$ cat config.mk
export PLATFORM = sky130hd
export DESIGN_NAME = integer_text_formatter_top
export DESIGN_NICKNAME = d
export VERILOG_FILES = /design/src/rtl/itf_pkg.sv /design/src/rtl/itf_digits.sv /design/src/rtl/itf_emit.sv /design/src/rtl/integer_text_formatter_top.sv
export SDC_FILE = /design/constraint.sdc
export NUM_CORES = 1
export LEC_CHECK = 0
export ABC_AREA = 1
export BUFFER_PORTS_ARGS = -buffer_cell sky130_fd_sc_hd__buf_2
export CORE_ASPECT_RATIO = 0.8
export CORE_MARGIN = 3
export CORE_UTILIZATION = 35
export CTS_BUF_LIST = sky130_fd_sc_hd__clkbuf_8
export DETAILED_ROUTE_END_ITERATION = 6
export SYNTH_ARGS = -nofsm -noshare
export SYNTH_HDL_FRONTEND = slang
export SYNTH_SLANG_ARGS = --single-unit
$ cat constraint.sdc
create_clock -name clk -period 5.85 [get_ports clk]
set_input_delay 0 -clock clk [delete_from_list [all_inputs] [get_ports clk]]
set_output_delay 0 -clock clk [all_outputs]
set_load 0.05 [all_outputs]
$ cat src/rtl/itf_pkg.sv
// shared types and constants of the integer text formatter
package itf_pkg;

  // conversion kinds
  typedef enum logic [1:0] {
    OP_SDEC = 2'd0,
    OP_UDEC = 2'd1,
    OP_LHEX = 2'd2,
    OP_UHEX = 2'd3
  } op_t;

  // digit store: ten digits cover any 32-bit magnitude in decimal or hex
  localparam int MAG_W      = 32;
  localparam int NUM_DIGITS = 10;
  localparam int DIGITS_W   = NUM_DIGITS * 4;
  localparam int NDIG_W     = 4;
  localparam int BITCNT_W   = $clog2(MAG_W);

  // ascii codes
  localparam logic [7:0] CH_SPACE   = 8'h20;
  localparam logic [7:0] CH_PLUS    = 8'h2B;
  localparam logic [7:0] CH_MINUS   = 8'h2D;
  localparam logic [7:0] CH_ZERO    = 8'h30;
  localparam logic [7:0] CH_UPPER_A = 8'h41;
  localparam logic [7:0] CH_LOWER_A = 8'h61;

  // control handed to the character emitter with the run lengths
  typedef struct packed {
    logic       load;
    logic       left;
    logic       has_sign;
    logic [7:0] sign_char;
    logic       upper;
  } emit_ctrl_t;

endpackage

$ cat src/rtl/itf_digits.sv
// bit-serial binary to digit converter with leading zero strip
module itf_digits (
  input  logic                              clk,
  input  logic                              rst,
  input  logic                              start,
  input  itf_pkg::op_t                      op,
  input  logic [itf_pkg::MAG_W-1:0]         mag,
  output logic                              done,
  output logic [itf_pkg::DIGITS_W-1:0]      digits,
  output logic [itf_pkg::NDIG_W-1:0]        ndig
);
  import itf_pkg::*;

  typedef enum logic [2:0] {
    D_IDLE = 3'b001,
    D_CONV = 3'b010,
    D_NORM = 3'b100
  } dstate_t;

  dstate_t             state;
  logic [MAG_W-1:0]    bin;
  logic [DIGITS_W-1:0] adj;
  logic [BITCNT_W-1:0] bit_cnt;

  // add-3 correction on every decimal digit before the shift
  always_comb begin
    for (int i = 0; i < NUM_DIGITS; i++) begin
      if (digits[4*i +: 4] >= 4'd5) begin
        adj[4*i +: 4] = digits[4*i +: 4] + 4'd3;
      end else begin
        adj[4*i +: 4] = digits[4*i +: 4];
      end
    end
  end

  // conversion sequencer: one input bit per cycle for decimal kinds, then one digit per cycle
  always_ff @(posedge clk) begin
    if (rst) begin
      state <= D_IDLE;
      done  <= 1'b0;
    end else begin
      done <= 1'b0;
      unique case (state)
        D_IDLE: begin
          if (start) begin
            if (op == OP_LHEX || op == OP_UHEX) begin
              digits <= {{(DIGITS_W-MAG_W){1'b0}}, mag};
              ndig   <= NDIG_W'(NUM_DIGITS);
              state  <= D_NORM;
            end else begin
              digits  <= '0;
              bin     <= mag;
              bit_cnt <= BITCNT_W'(MAG_W - 1);
              state   <= D_CONV;
            end
          end
        end
        D_CONV: begin
          digits <= {adj[DIGITS_W-2:0], bin[MAG_W-1]};
          bin    <= {bin[MAG_W-2:0], 1'b0};
          if (bit_cnt == '0) begin
            ndig  <= NDIG_W'(NUM_DIGITS);
            state <= D_NORM;
          end else begin
            bit_cnt <= bit_cnt - 1'b1;
          end
        end
        D_NORM: begin
          if (digits[DIGITS_W-1 -: 4] == 4'd0 && ndig > NDIG_W'(1)) begin
            digits <= {digits[DIGITS_W-5:0], 4'd0};
            ndig   <= ndig - 1'b1;
          end else begin
            done  <= 1'b1;
            state <= D_IDLE;
          end
        end
        default: state <= D_IDLE;
      endcase
    end
  end

endmodule

$ cat src/rtl/itf_emit.sv
// character emitter: pads, sign, zeros and digits one character per cycle
module itf_emit #(
  parameter int CW = 7
) (
  input  logic                          clk,
  input  logic                          rst,
  input  itf_pkg::emit_ctrl_t           ctrl,
  input  logic [CW-1:0]                 spaces,
  input  logic [CW-1:0]                 zeros,
  input  logic [itf_pkg::NDIG_W-1:0]    ndig,
  input  logic [itf_pkg::DIGITS_W-1:0]  digits,
  output logic [7:0]                    char_code,
  output logic                          is_last,
  output logic                          strobe
);
  import itf_pkg::*;

  logic [CW-1:0]       total;
  logic [CW-1:0]       sp_cnt;
  logic [CW-1:0]       zr_cnt;
  logic [NDIG_W-1:0]   dg_cnt;
  logic                sign_pend;
  logic [7:0]          sign_char;
  logic                left;
  logic                upper;
  logic [DIGITS_W-1:0] dig_sr;
  logic [3:0]          nib;
  logic [7:0]          dig_char;

  // top digit to ascii
  assign nib = dig_sr[DIGITS_W-1 -: 4];
  always_comb begin
    if (nib < 4'd10) begin
      dig_char = CH_ZERO + {4'd0, nib};
    end else if (upper) begin
      dig_char = CH_UPPER_A + {4'd0, nib} - 8'd10;
    end else begin
      dig_char = CH_LOWER_A + {4'd0, nib} - 8'd10;
    end
  end

  // run counters and output register
  always_ff @(posedge clk) begin
    if (rst) begin
      total  <= '0;
      strobe <= 1'b0;
      is_last <= 1'b0;
    end else if (ctrl.load) begin
      strobe    <= 1'b0;
      total     <= spaces + zeros + CW'(ndig) + CW'(ctrl.has_sign);
      sp_cnt    <= spaces;
      zr_cnt    <= zeros;
      dg_cnt    <= ndig;
      sign_pend <= ctrl.has_sign;
      sign_char <= ctrl.sign_char;
      left      <= ctrl.left;
      upper     <= ctrl.upper;
      dig_sr    <= digits;
    end else if (total != '0) begin
      strobe  <= 1'b1;
      is_last <= (total == CW'(1));
      total   <= total - 1'b1;
      if (!left && sp_cnt != '0) begin
        char_code <= CH_SPACE;
        sp_cnt    <= sp_cnt - 1'b1;
      end else if (sign_pend) begin
        char_code <= sign_char;
        sign_pend <= 1'b0;
      end else if (zr_cnt != '0) begin
        char_code <= CH_ZERO;
        zr_cnt    <= zr_cnt - 1'b1;
      end else if (dg_cnt != '0) begin
        char_code <= dig_char;
        dg_cnt    <= dg_cnt - 1'b1;
        dig_sr    <= {dig_sr[DIGITS_W-5:0], 4'd0};
      end else begin
        char_code <= CH_SPACE;
        sp_cnt    <= sp_cnt - 1'b1;
      end
    end else begin
      strobe  <= 1'b0;
      is_last <= 1'b0;
    end
  end

endmodule

$ cat src/rtl/integer_text_formatter_top.sv
// top level of the integer text formatter
//
// Formats one decoded printf integer conversion (%d, %u, %x, %X with width,
// precision and the left, zero, plus and space flags) as ASCII characters.
// Command channel: a conversion is taken at a clock edge where start is high
// and busy is low; busy then stays high until the last character is out.
// Result channel: each character is on char_code for exactly one cycle with
// strobe high; is_last marks the final character of the field. The receiver
// cannot stall, so characters stream at one per cycle.
// Sequence: decimal kinds pass through the bit-serial binary to digit
// converter, hex kinds skip it; then up to 9 leading zero digits are
// stripped, one digit per cycle. The converter's done register, the emitter's
// load of the run lengths and its output register lie between the last strip
// and the first character; the field (up to MAX_WIDTH or MAX_PRECISION + 1
// characters) then streams at one per cycle. busy drops in the cycle after
// the last character; the next command is taken at the edge that ends the
// first idle cycle. Reset clears all sequencing; no character is shown after
// reset until a new command is taken.
module integer_text_formatter_top #(
  parameter int MAX_WIDTH     = 48,
  parameter int MAX_PRECISION = 32
) (
  input  logic              clk,
  input  logic              rst,
  input  logic              start,
  output logic              busy,
  input  logic [1:0]        op,
  input  logic [31:0]       value,
  input  logic [5:0]        field_width,
  input  logic signed [6:0] precision,
  input  logic              left_align,
  input  logic              zero_fill,
  input  logic              force_plus,
  input  logic              space_sign,
  output logic [7:0]        char_code,
  output logic              is_last,
  output logic              strobe
);
  import itf_pkg::*;

  localparam int CW = $clog2(MAX_WIDTH + MAX_PRECISION + 2);

  typedef enum logic [2:0] {
    S_IDLE   = 3'b001,
    S_DIGITS = 3'b010,
    S_EMIT   = 3'b100
  } state_t;

  state_t              state;
  logic                accept;
  op_t                 op_in;
  logic [MAG_W-1:0]    mag;
  logic [6:0]          fw_ext;
  logic [6:0]          pr_ext;

  // captured command
  logic                is_sdec;
  logic                left;
  logic                zfill;
  logic                pv;
  logic [CW-1:0]       w_c;
  logic [CW-1:0]       p_c;
  logic                has_sign;
  logic [7:0]          sign_char;
  logic                upper;

  // converter outputs
  logic                dig_done;
  logic [DIGITS_W-1:0] dig_val;
  logic [NDIG_W-1:0]   dig_ndig;

  // layout
  logic [CW-1:0]       nd;
  logic [CW-1:0]       zeros0;
  logic [CW-1:0]       field0;
  logic [CW-1:0]       zeros;
  logic [CW-1:0]       spaces;
  emit_ctrl_t          ctrl;

  assign accept = start && !busy;
  assign busy   = (state != S_IDLE);
  assign op_in  = op_t'(op);
  assign fw_ext = {1'b0, field_width};
  assign pr_ext = {1'b0, precision[5:0]};

  // magnitude of the operand, negated for negative signed values
  assign mag = (op_in == OP_SDEC && value[MAG_W-1]) ? (~value + 1'b1) : value;

  // command capture with clamping and sign selection
  always_ff @(posedge clk) begin
    if (accept) begin
      is_sdec <= (op_in == OP_SDEC);
      upper   <= (op_in == OP_UHEX);
      left    <= left_align;
      zfill   <= zero_fill;
      w_c     <= (fw_ext > 7'(MAX_WIDTH)) ? CW'(MAX_WIDTH) : CW'(fw_ext);
      pv      <= !precision[6];
      p_c     <= (pr_ext > 7'(MAX_PRECISION)) ? CW'(MAX_PRECISION) : CW'(pr_ext);
      has_sign  <= 1'b0;
      sign_char <= CH_SPACE;
      if (op_in == OP_SDEC) begin
        if (value[MAG_W-1]) begin
          has_sign  <= 1'b1;
          sign_char <= CH_MINUS;
        end else if (force_plus) begin
          has_sign  <= 1'b1;
          sign_char <= CH_PLUS;
        end else if (space_sign) begin
          has_sign  <= 1'b1;
          sign_char <= CH_SPACE;
        end
      end
    end
  end

  // zero and space run lengths once the digit count is known
  always_comb begin
    nd     = CW'(dig_ndig);
    zeros0 = (pv && p_c > nd) ? (p_c - nd) : '0;
    field0 = nd + zeros0 + CW'(has_sign);
    if (is_sdec) begin
      if (!pv && zfill && !left && w_c > field0) begin
        zeros  = zeros0 + (w_c - field0);
        spaces = '0;
      end else begin
        zeros  = zeros0;
        spaces = (w_c > field0) ? (w_c - field0) : '0;
      end
    end else begin
      if (!pv && zfill && w_c > nd) begin
        zeros = w_c - nd;
      end else begin
        zeros = zeros0;
      end
      spaces = (w_c > nd + zeros) ? (w_c - nd - zeros) : '0;
    end
  end

  assign ctrl.load      = (state == S_DIGITS) && dig_done;
  assign ctrl.left      = left;
  assign ctrl.has_sign  = has_sign;
  assign ctrl.sign_char = sign_char;
  assign ctrl.upper     = upper;

  // command sequencer
  always_ff @(posedge clk) begin
    if (rst) begin
      state <= S_IDLE;
    end else begin
      unique case (state)
        S_IDLE:   if (accept) state <= S_DIGITS;
        S_DIGITS: if (dig_done) state <= S_EMIT;
        S_EMIT:   if (strobe && is_last) state <= S_IDLE;
        default:  state <= S_IDLE;
      endcase
    end
  end

  itf_digits u_digits (
    .clk    (clk),
    .rst    (rst),
    .start  (accept),
    .op     (op_in),
    .mag    (mag),
    .done   (dig_done),
    .digits (dig_val),
    .ndig   (dig_ndig)
  );

  itf_emit #(
    .CW (CW)
  ) u_emit (
    .clk       (clk),
    .rst       (rst),
    .ctrl      (ctrl),
    .spaces    (spaces),
    .zeros     (zeros),
    .ndig      (dig_ndig),
    .digits    (dig_val),
    .char_code (char_code),
    .is_last   (is_last),
    .strobe    (strobe)
  );

  // a taken command keeps the block busy
  a_busy_after_accept: assert property (@(posedge clk) disable iff (rst)
    accept |=> busy) else $error("busy not raised after command transfer");

  // characters only flow while a conversion is in progress
  a_strobe_in_emit: assert property (@(posedge clk) disable iff (rst)
    strobe |-> (state == S_EMIT)) else $error("character strobe outside emit phase");

  // the last character releases the block
  a_release_after_last: assert property (@(posedge clk) disable iff (rst)
    strobe && is_last |=> !busy) else $error("busy held after last character");

  // converter finishes only while the sequencer waits for it
  a_done_in_digits: assert property (@(posedge clk) disable iff (rst)
    dig_done |-> (state == S_DIGITS)) else $error("digit converter done while not waited on");

endmodule

Word-level counts from Yosys, hierarchy flattened
Cells that the tools add are included.
Storage, ports and cells
  register bits after elaboration: 202
  input port bits: 54
Cells by class
  mux-type cells: 86
  reduce and logical (&&, ||, !) cells: 44
  $add $sub $neg: 33
  order comparisons: 18
  bitwise operators: 5
  equality and inequality tests: 26
Operator list (number)
  40-bit 2-to-1 mux: 8
  7-bit 2-to-1 mux: 22
  32-bit 2-to-1 mux: 4
  40-bit one-hot mux with 3 select lines: 1
  4-bit 2-to-1 mux: 21
  32-bit one-hot mux with 2 select lines: 1
  4-bit by 3-bit greater-or-equal comparator with 1-bit output (second input constant): 10
  8-bit 2-to-1 mux: 5
  4-bit by 2-bit adder with 4-bit output (second input constant): 9
  32-bit by 1-bit adder with 32-bit output (second input constant): 1
  32-bit inverter: 1
  3-bit 2-to-1 mux: 8
  7-bit nonzero test: 3
  7-bit by 1-bit subtractor with 7-bit output (second input constant): 3
  2-bit != test (second input constant): 9
  3-bit one-hot mux with 3 select lines: 2
  7-bit by 4-bit adder with 8-bit output (first input constant): 2
  8-bit by 4-bit subtractor with 8-bit output (second input constant): 2
  5-bit 2-to-1 mux: 3
  5-bit AND reduction: 3
  4-bit by 7-bit adder with 7-bit output: 2
  7-bit by 1-bit adder with 7-bit output: 2
  7-bit adder: 2
  7-bit by 4-bit greater-than comparator with 1-bit output: 2
  other kinds (38): 86

Longest topological paths before layout
  depth after elaboration: 13
  depth in mapped cells: 47
  depth with buffers taken out: 47

By module
From an unflattened synthesis, not the netlist that was laid out.
Unflattened totals
  cell total of the unflattened synthesis: 1614
  area, all modules: 13156.4 um^2
Modules (own cells, without submodules)
  itf_digits: cells each 569, seq. area each 2512.4 um^2, area an instance 4903.5 um^2, instances 1
  itf_emit: cells each 503, seq. area each 2492.4 um^2, area an instance 4509.3 um^2, instances 1
  integer_text_formatter_top: cells each 542, seq. area each 690.7 um^2, area an instance 3743.6 um^2, instances 1

Worst setup path before layout
OpenSTA, ideal clock, no wires.
  path type: reg-to-reg
  start: register u_digits.ndig[1] in the netlist's numbering
  end: register u_emit.total[6]
  data arrival time: 5810 ps
  required time: 5741 ps
  cell stages (with the launch flop): 41
  path slack: -69 ps
  library setup time: 109 ps
  path through: edfxtp_1 inv_1 ha_1 nand2_1 nor2_2 a21oi_4 nand2_4 nor3_1 ha_1 a31oi_1 nand2_1 xnor2_1 ha_1 nand2_1 inv_1 nand4_1 nand3_1 a21o_1 (+5 left out) nand3_1 o21ai_1 fa_1 inv_1 ha_1 fa_1 a21oi_1 o21bai_1 nand2_1 a21oi_1 nor2_1 inv_1 nand3_1 nand2_2 nand2_1 nand3_1 nand2_1 inv_1
Between the ends
  word-level cells in the longest chain between the ends: 13
  elaborated cells between the ends (all ways): 28
  those cells by class: add/sub: 11; order compare: 4; mux: 10; reduce/logical: 3
RTL lines
  start, declared: RTL line itf_digits.sv:10  | output logic [itf_pkg::NDIG_W-1:0] ndig
  start signal, assigned: RTL line itf_digits.sv:48  | ndig <= NDIG_W'(NUM_DIGITS);
  start signal, assigned: RTL line itf_digits.sv:62  | ndig <= NDIG_W'(NUM_DIGITS);
  start signal, assigned: RTL line itf_digits.sv:71  | ndig <= ndig - 1'b1;
  7-bit by 4-bit greater-than comparator with 1-bit output: RTL line integer_text_formatter_top.sv:119  | zeros0 = (pv && p_c > nd) ? (p_c - nd) : '0;
  1-bit logical AND: RTL line integer_text_formatter_top.sv:119
  7-bit 2-to-1 mux: RTL line integer_text_formatter_top.sv:119
  4-bit by 7-bit adder with 7-bit output / 7-bit 2-to-1 mux (equally long branches): RTL line integer_text_formatter_top.sv:120, integer_text_formatter_top.sv:130
  7-bit by 1-bit adder with 7-bit output / 7-bit 2-to-1 mux (equally long branches): RTL line integer_text_formatter_top.sv:120, integer_text_formatter_top.sv:121
  7-bit subtractor (tied with other cells): RTL line integer_text_formatter_top.sv:123, integer_text_formatter_top.sv:127
  7-bit adder (tied with other cells): RTL line integer_text_formatter_top.sv:123  | zeros = zeros0 + (w_c - field0);
  7-bit 2-to-1 mux, on equally long branches: RTL line integer_text_formatter_top.sv:122, integer_text_formatter_top.sv:135
  7-bit 2-to-1 mux: RTL line integer_text_formatter_top.sv:121  | if (is_sdec) begin
  7-bit adder: RTL line itf_emit.sv:50  | total <= spaces + zeros + CW'(ndig) + CW'(ctrl.has_sign);
  7-bit by 4-bit adder with 7-bit output (*): RTL line itf_emit.sv:50
  7-bit by 1-bit adder with 7-bit output (*): RTL line itf_emit.sv:50
  7-bit 2-to-1 mux (*): RTL line itf_emit.sv:48  | end else if (ctrl.load) begin
  end signal, assigned: RTL line itf_emit.sv:50
  end signal, assigned: RTL line itf_emit.sv:62  | total <= total - 1'b1;
  end, declared: RTL line itf_emit.sv:18  | logic [CW-1:0] total;
Every way passes the cells marked *; elsewhere a longest branch is shown, timed or not. The select of a mux whose other input is x is not followed.
A chain may end at the register's enable or synchronous reset.

Worst setup path after layout
  start: register p_c[2]
  end: register u_emit.total[6]
Between the ends
  word-level cells in the longest chain between the ends: 13
  elaborated cells between the ends (all ways): 25
  those cells by class: add/sub: 10; order compare: 3; mux: 10; reduce/logical: 2
RTL lines
  start, declared: RTL line integer_text_formatter_top.sv:62  | logic [CW-1:0] p_c;
  start signal, assigned: RTL line integer_text_formatter_top.sv:98  | p_c <= (pr_ext > 7'(MAX_PRECISION)) ? CW'(MAX_PRECISION) : CW'(pr_ext);
  7-bit by 4-bit greater-than comparator with 1-bit output: RTL line integer_text_formatter_top.sv:119
  1-bit logical AND: RTL line integer_text_formatter_top.sv:119
  7-bit 2-to-1 mux (*): RTL line integer_text_formatter_top.sv:119
  4-bit by 7-bit adder with 7-bit output / 7-bit 2-to-1 mux (equally long branches): RTL line integer_text_formatter_top.sv:120, integer_text_formatter_top.sv:130
  7-bit by 1-bit adder with 7-bit output / 7-bit 2-to-1 mux (equally long branches): RTL line integer_text_formatter_top.sv:120, integer_text_formatter_top.sv:121
  7-bit subtractor (tied with other cells): RTL line integer_text_formatter_top.sv:123, integer_text_formatter_top.sv:127
  7-bit adder (tied with other cells): RTL line integer_text_formatter_top.sv:123
  7-bit 2-to-1 mux, on equally long branches: RTL line integer_text_formatter_top.sv:122, integer_text_formatter_top.sv:135
  7-bit 2-to-1 mux: RTL line integer_text_formatter_top.sv:121
  7-bit adder (*): RTL line itf_emit.sv:50
  7-bit by 4-bit adder with 7-bit output (*): RTL line itf_emit.sv:50
  7-bit by 1-bit adder with 7-bit output (*): RTL line itf_emit.sv:50
  7-bit 2-to-1 mux (*): RTL line itf_emit.sv:48
Marks and branches as above.

==> flow_summary.json <==
{
  "outcome": "complete, no violations",
  "met1_usage": 0.270,
  "setup_viol": 0,
  "cts_tree": "done",
  "io_buffers": 63,
  "numCtsBuffers": 17,
  "hold_path_class": "input port to flip-flop",
  "hold_violations": 0,
  "static-leakage-power_nw": 6.81,
  "maxCapViolCount": 0,
  "grt_max_degree": 101,
  "grt_usage": 0.171,
  "drt-total-wl_um": 32600,
  "hpwl_um": 23800,
  "rr_worst_depth": 44,
  "grt_util_met3": 0.0242,
  "yosysWarnings": 0,
  "worst_slew_pin_slew_ns": 1.07,
  "report.power.total_mw": 6.21,
  "critPathSlowestCell": "fa_1",
  "end_kind": "flip-flop",
  "max_freq_ghz": 0.174,
  "cts.path.max_buffers": 2,
  "worst-r2r-setup-slack_ns": 0.09,
  "clk_pin_slew_ns": 0.11,
  "grt_pass1_wl_um": 52500,
  "ys_seq_elements": 189,
  "nets": 1847,
  "final_cell_mix": "nand2_1, inv_1, edfxtp_1, nor2_1, buf_4",
  "die_h_um": 176,
  "power_density_nw_per_um2": 401,
  "required_ns": 6.24,
  "avgSynthCellArea_um2": 8.39,
  "startpoint_type": "flip-flop",
  "multi_input_area_um2": 6450,
  "grt_setup_unrepaired": "true",
  "ctsHtreeMaxLevel": 4,
  "yosysTopAreaCell": "edfxtp_1",
  "cts.sinks": 189,
  "syn-num-nets": 1643,
  "worstReg2RegStart": "p_c[2]",
  "synth_area_um2": 12600,
  "finalCritPeriodShare": 0.985,
  "postPlaceCellArea_um2": 13900,
  "synth.area.top_cells": "edfxtp_1, nand2_1, ha_1",
  "wire_per_inst_um": 14.9,
  "cp_max_fo": 6,
  "critPathLaunch": "p_c[2]",
  "ys.flop_type": "edfxtp_1",
  "skew_ns": 0.0171,
  "async_reset_ff_frac": 0,
  "final_common_cell": "nand2_1",
  "die_w_um": 218,
  "grt_pass1_vias": 10000,
  "core.rowCount": 61,
  "hold_depth": 5,
  "drtPass1Iterations": 7,
  "gp_congestion": 0.909,
  "synth_top_cell_area_share": 0.413,
  "start_util": 0.358,
  "postRouteAntennaNets": 0,
  "synth_edf_count": 173,
  "final.setup.tns_ns": 0,
  "layout.cells.non_filler": 2188,
  "hp-start": "value[15]",
  "max_slew_margin": 0.281,
  "r2r-end": "u_emit.total[6]",
  "maxSlewViolCount": 0,
  "final-seq-area_um2": 5520,
  "antenna_found_initial": 1,
  "ys_seq_area_frac": 0.439,
  "syn_inst": 1499,
  "coreArea_um2": 35100,
  "vias": 10700,
  "cp.arrival_ns": 6.15,
  "fin_crit_ns": 5.76,
  "fin_area_um2": 15500,
  "grt.busiest_layer": "met1",
  "root_buffer": "clkbuf_8",
  "synth_cell_types": 59,
  "area_growth_pct": 23.1,
  "grt_use_met2": 0.243,
  "globalRouteOverflowTotal": 0,
  "num_io_pins": 65,
  "hold_end": "u_digits.bin[15]",
  "max-vdd-ir-drop_mv": 0.188,
  "critPathKind": "flip-flop to flip-flop",
  "clk_latency_ns": 0.48,
  "layout-drive-gt1-share": 0.197,
  "first_iter_violations": 1100,
  "place_inst": 2072,
  "die-area_um2": 38200,
  "viasPerCell": 4.91,
  "antenna_cells": 0,
  "drc": 0,
  "critPathMaxStageDelay_ns": 0.53,
  "fillers": 3492
}
## per-layer routing
layer	vias to the layer above	wire length, µm
met2	321	13400
met4	2	489
li1	5399	-
met5	-	13
met1	4982	16600
met3	39	2080
## critical path, delay by kind of cell (launching register included)
kind / cells / cell delay (ns)
AOI/OAI and AO/OA: 8 / 0.83
and+or+nand+nor: 19 / 1.52
DFF: 1 / 0.45
buffers and inverters: 11 / 1.01
xor gates and xnor gates: 1 / 0.14
adders and majority gates: 5 / 1.71
## layout make-up
class                           count  area share
Clock buffer                       17      0.0151
Clock inverter                     15     0.00954
Inverter                          230      0.0559
Multi-Input combinational cell   1039       0.416
Sequential cell                   189       0.356
Tap cell                          472      0.0381
Timing Repair Buffer              226       0.109
## cells in the mapped netlist, types with 2 or more instances
master and n:
nor4_1 4, ha_1 80, fa_1 10, inv_2 9, clkbuf_1 37, o21a_1 2
nand2_1 345, o221ai_1 8, xnor2_1 26, nor3_2 3, buf_4 3, nor2_1 124
a32o_1 3, nand4_1 11, or2_2 8, o31ai_1 7, o21ai_1 12, a31oi_1 7
nor3_1 23, nor2_2 6, o21bai_1 3, a21oi_1 69, nand2_4 3, o211ai_1 27
xor2_1 46, nand3_1 53, inv_1 220, nand2_2 12, o32ai_1 4, a211oi_1 6
o21ai_0 105, nand3_2 4, edfxtp_1 173, dfxtp_1 16, nor2_4 2, o21ai_2 2
o22ai_1 4
## registers in the layout, indices dropped and copies added, names as in the netlist, 6 cells and up
| name | cells |
|---|---|
| w_c | 6 |
| u_digits.digits | 40 |
| u_emit.zr_cnt | 7 |
| u_digits.bin | 32 |
| u_emit.char_code | 7 |
| p_c | 6 |
| u_emit.sp_cnt | 7 |
| u_emit.total | 7 |
| u_emit.dig_sr | 40 |
## worst max path at each step
stage	slack (ns)	cells past startpoint	end
after CTS	0.002	43	u_emit.total[6]
final	0.09	44	u_emit.total[6]
after detailed placement	-0.24	37	u_emit.total[5]
after global placement	-0.11	37	u_emit.total[5]
after global routing	-0.31	44	u_emit.total[6]
after floorplan	0.05	40	u_emit.total[6]
## power breakdown
part	switching [mW]	total, mW	internal [mW]
combinational	1.99	3.44	1.44
sequential	0.132	1.93	1.80
clock	0.529	0.848	0.319
## through the flow
stage          worst slack (ns)   util  hold slack, ns
2_1_floorplan            0.0524      -          0.0989
3_3_place_gp             -0.113  0.397           0.179
3_5_place_dp             -0.239  0.397           0.178
4_1_cts                 0.00172  0.429         0.00210
5_1_grt                  -0.312  0.441          0.0475
6_report                 0.0877  0.441          0.0458
## kinds of logic (layout without fill, tap and decap cells)
group,Yosys count,after routing,share of synthesized area
AO/OA/AOI/OAI,270,270,0.126
XOR/XNOR,72,72,0.0502
adder cells (fa/ha/maj),90,90,0.0955
buffers and inverters,271,488,0.0818
flip-flops,189,189,0.439
multiplexers,1,1,0.000796
other,1,1,0.000298
AND/OR/NAND/NOR,605,605,0.206
## repair_timing
| action | CTS | global route |
|---|---|---|
| buffers inserted | 18 | 16 |
| pin swaps | 14 | 38 |
| gates cloned | 0 | 0 |
| gates resized for setup | 27 | 69 |
| endpoints found under the hold margin | 63 | 0 |
| setup endpoints to repair | 3 | 6 |
| hold buffers | 51 | 0 |
Power figures use the tool's default switching activity.
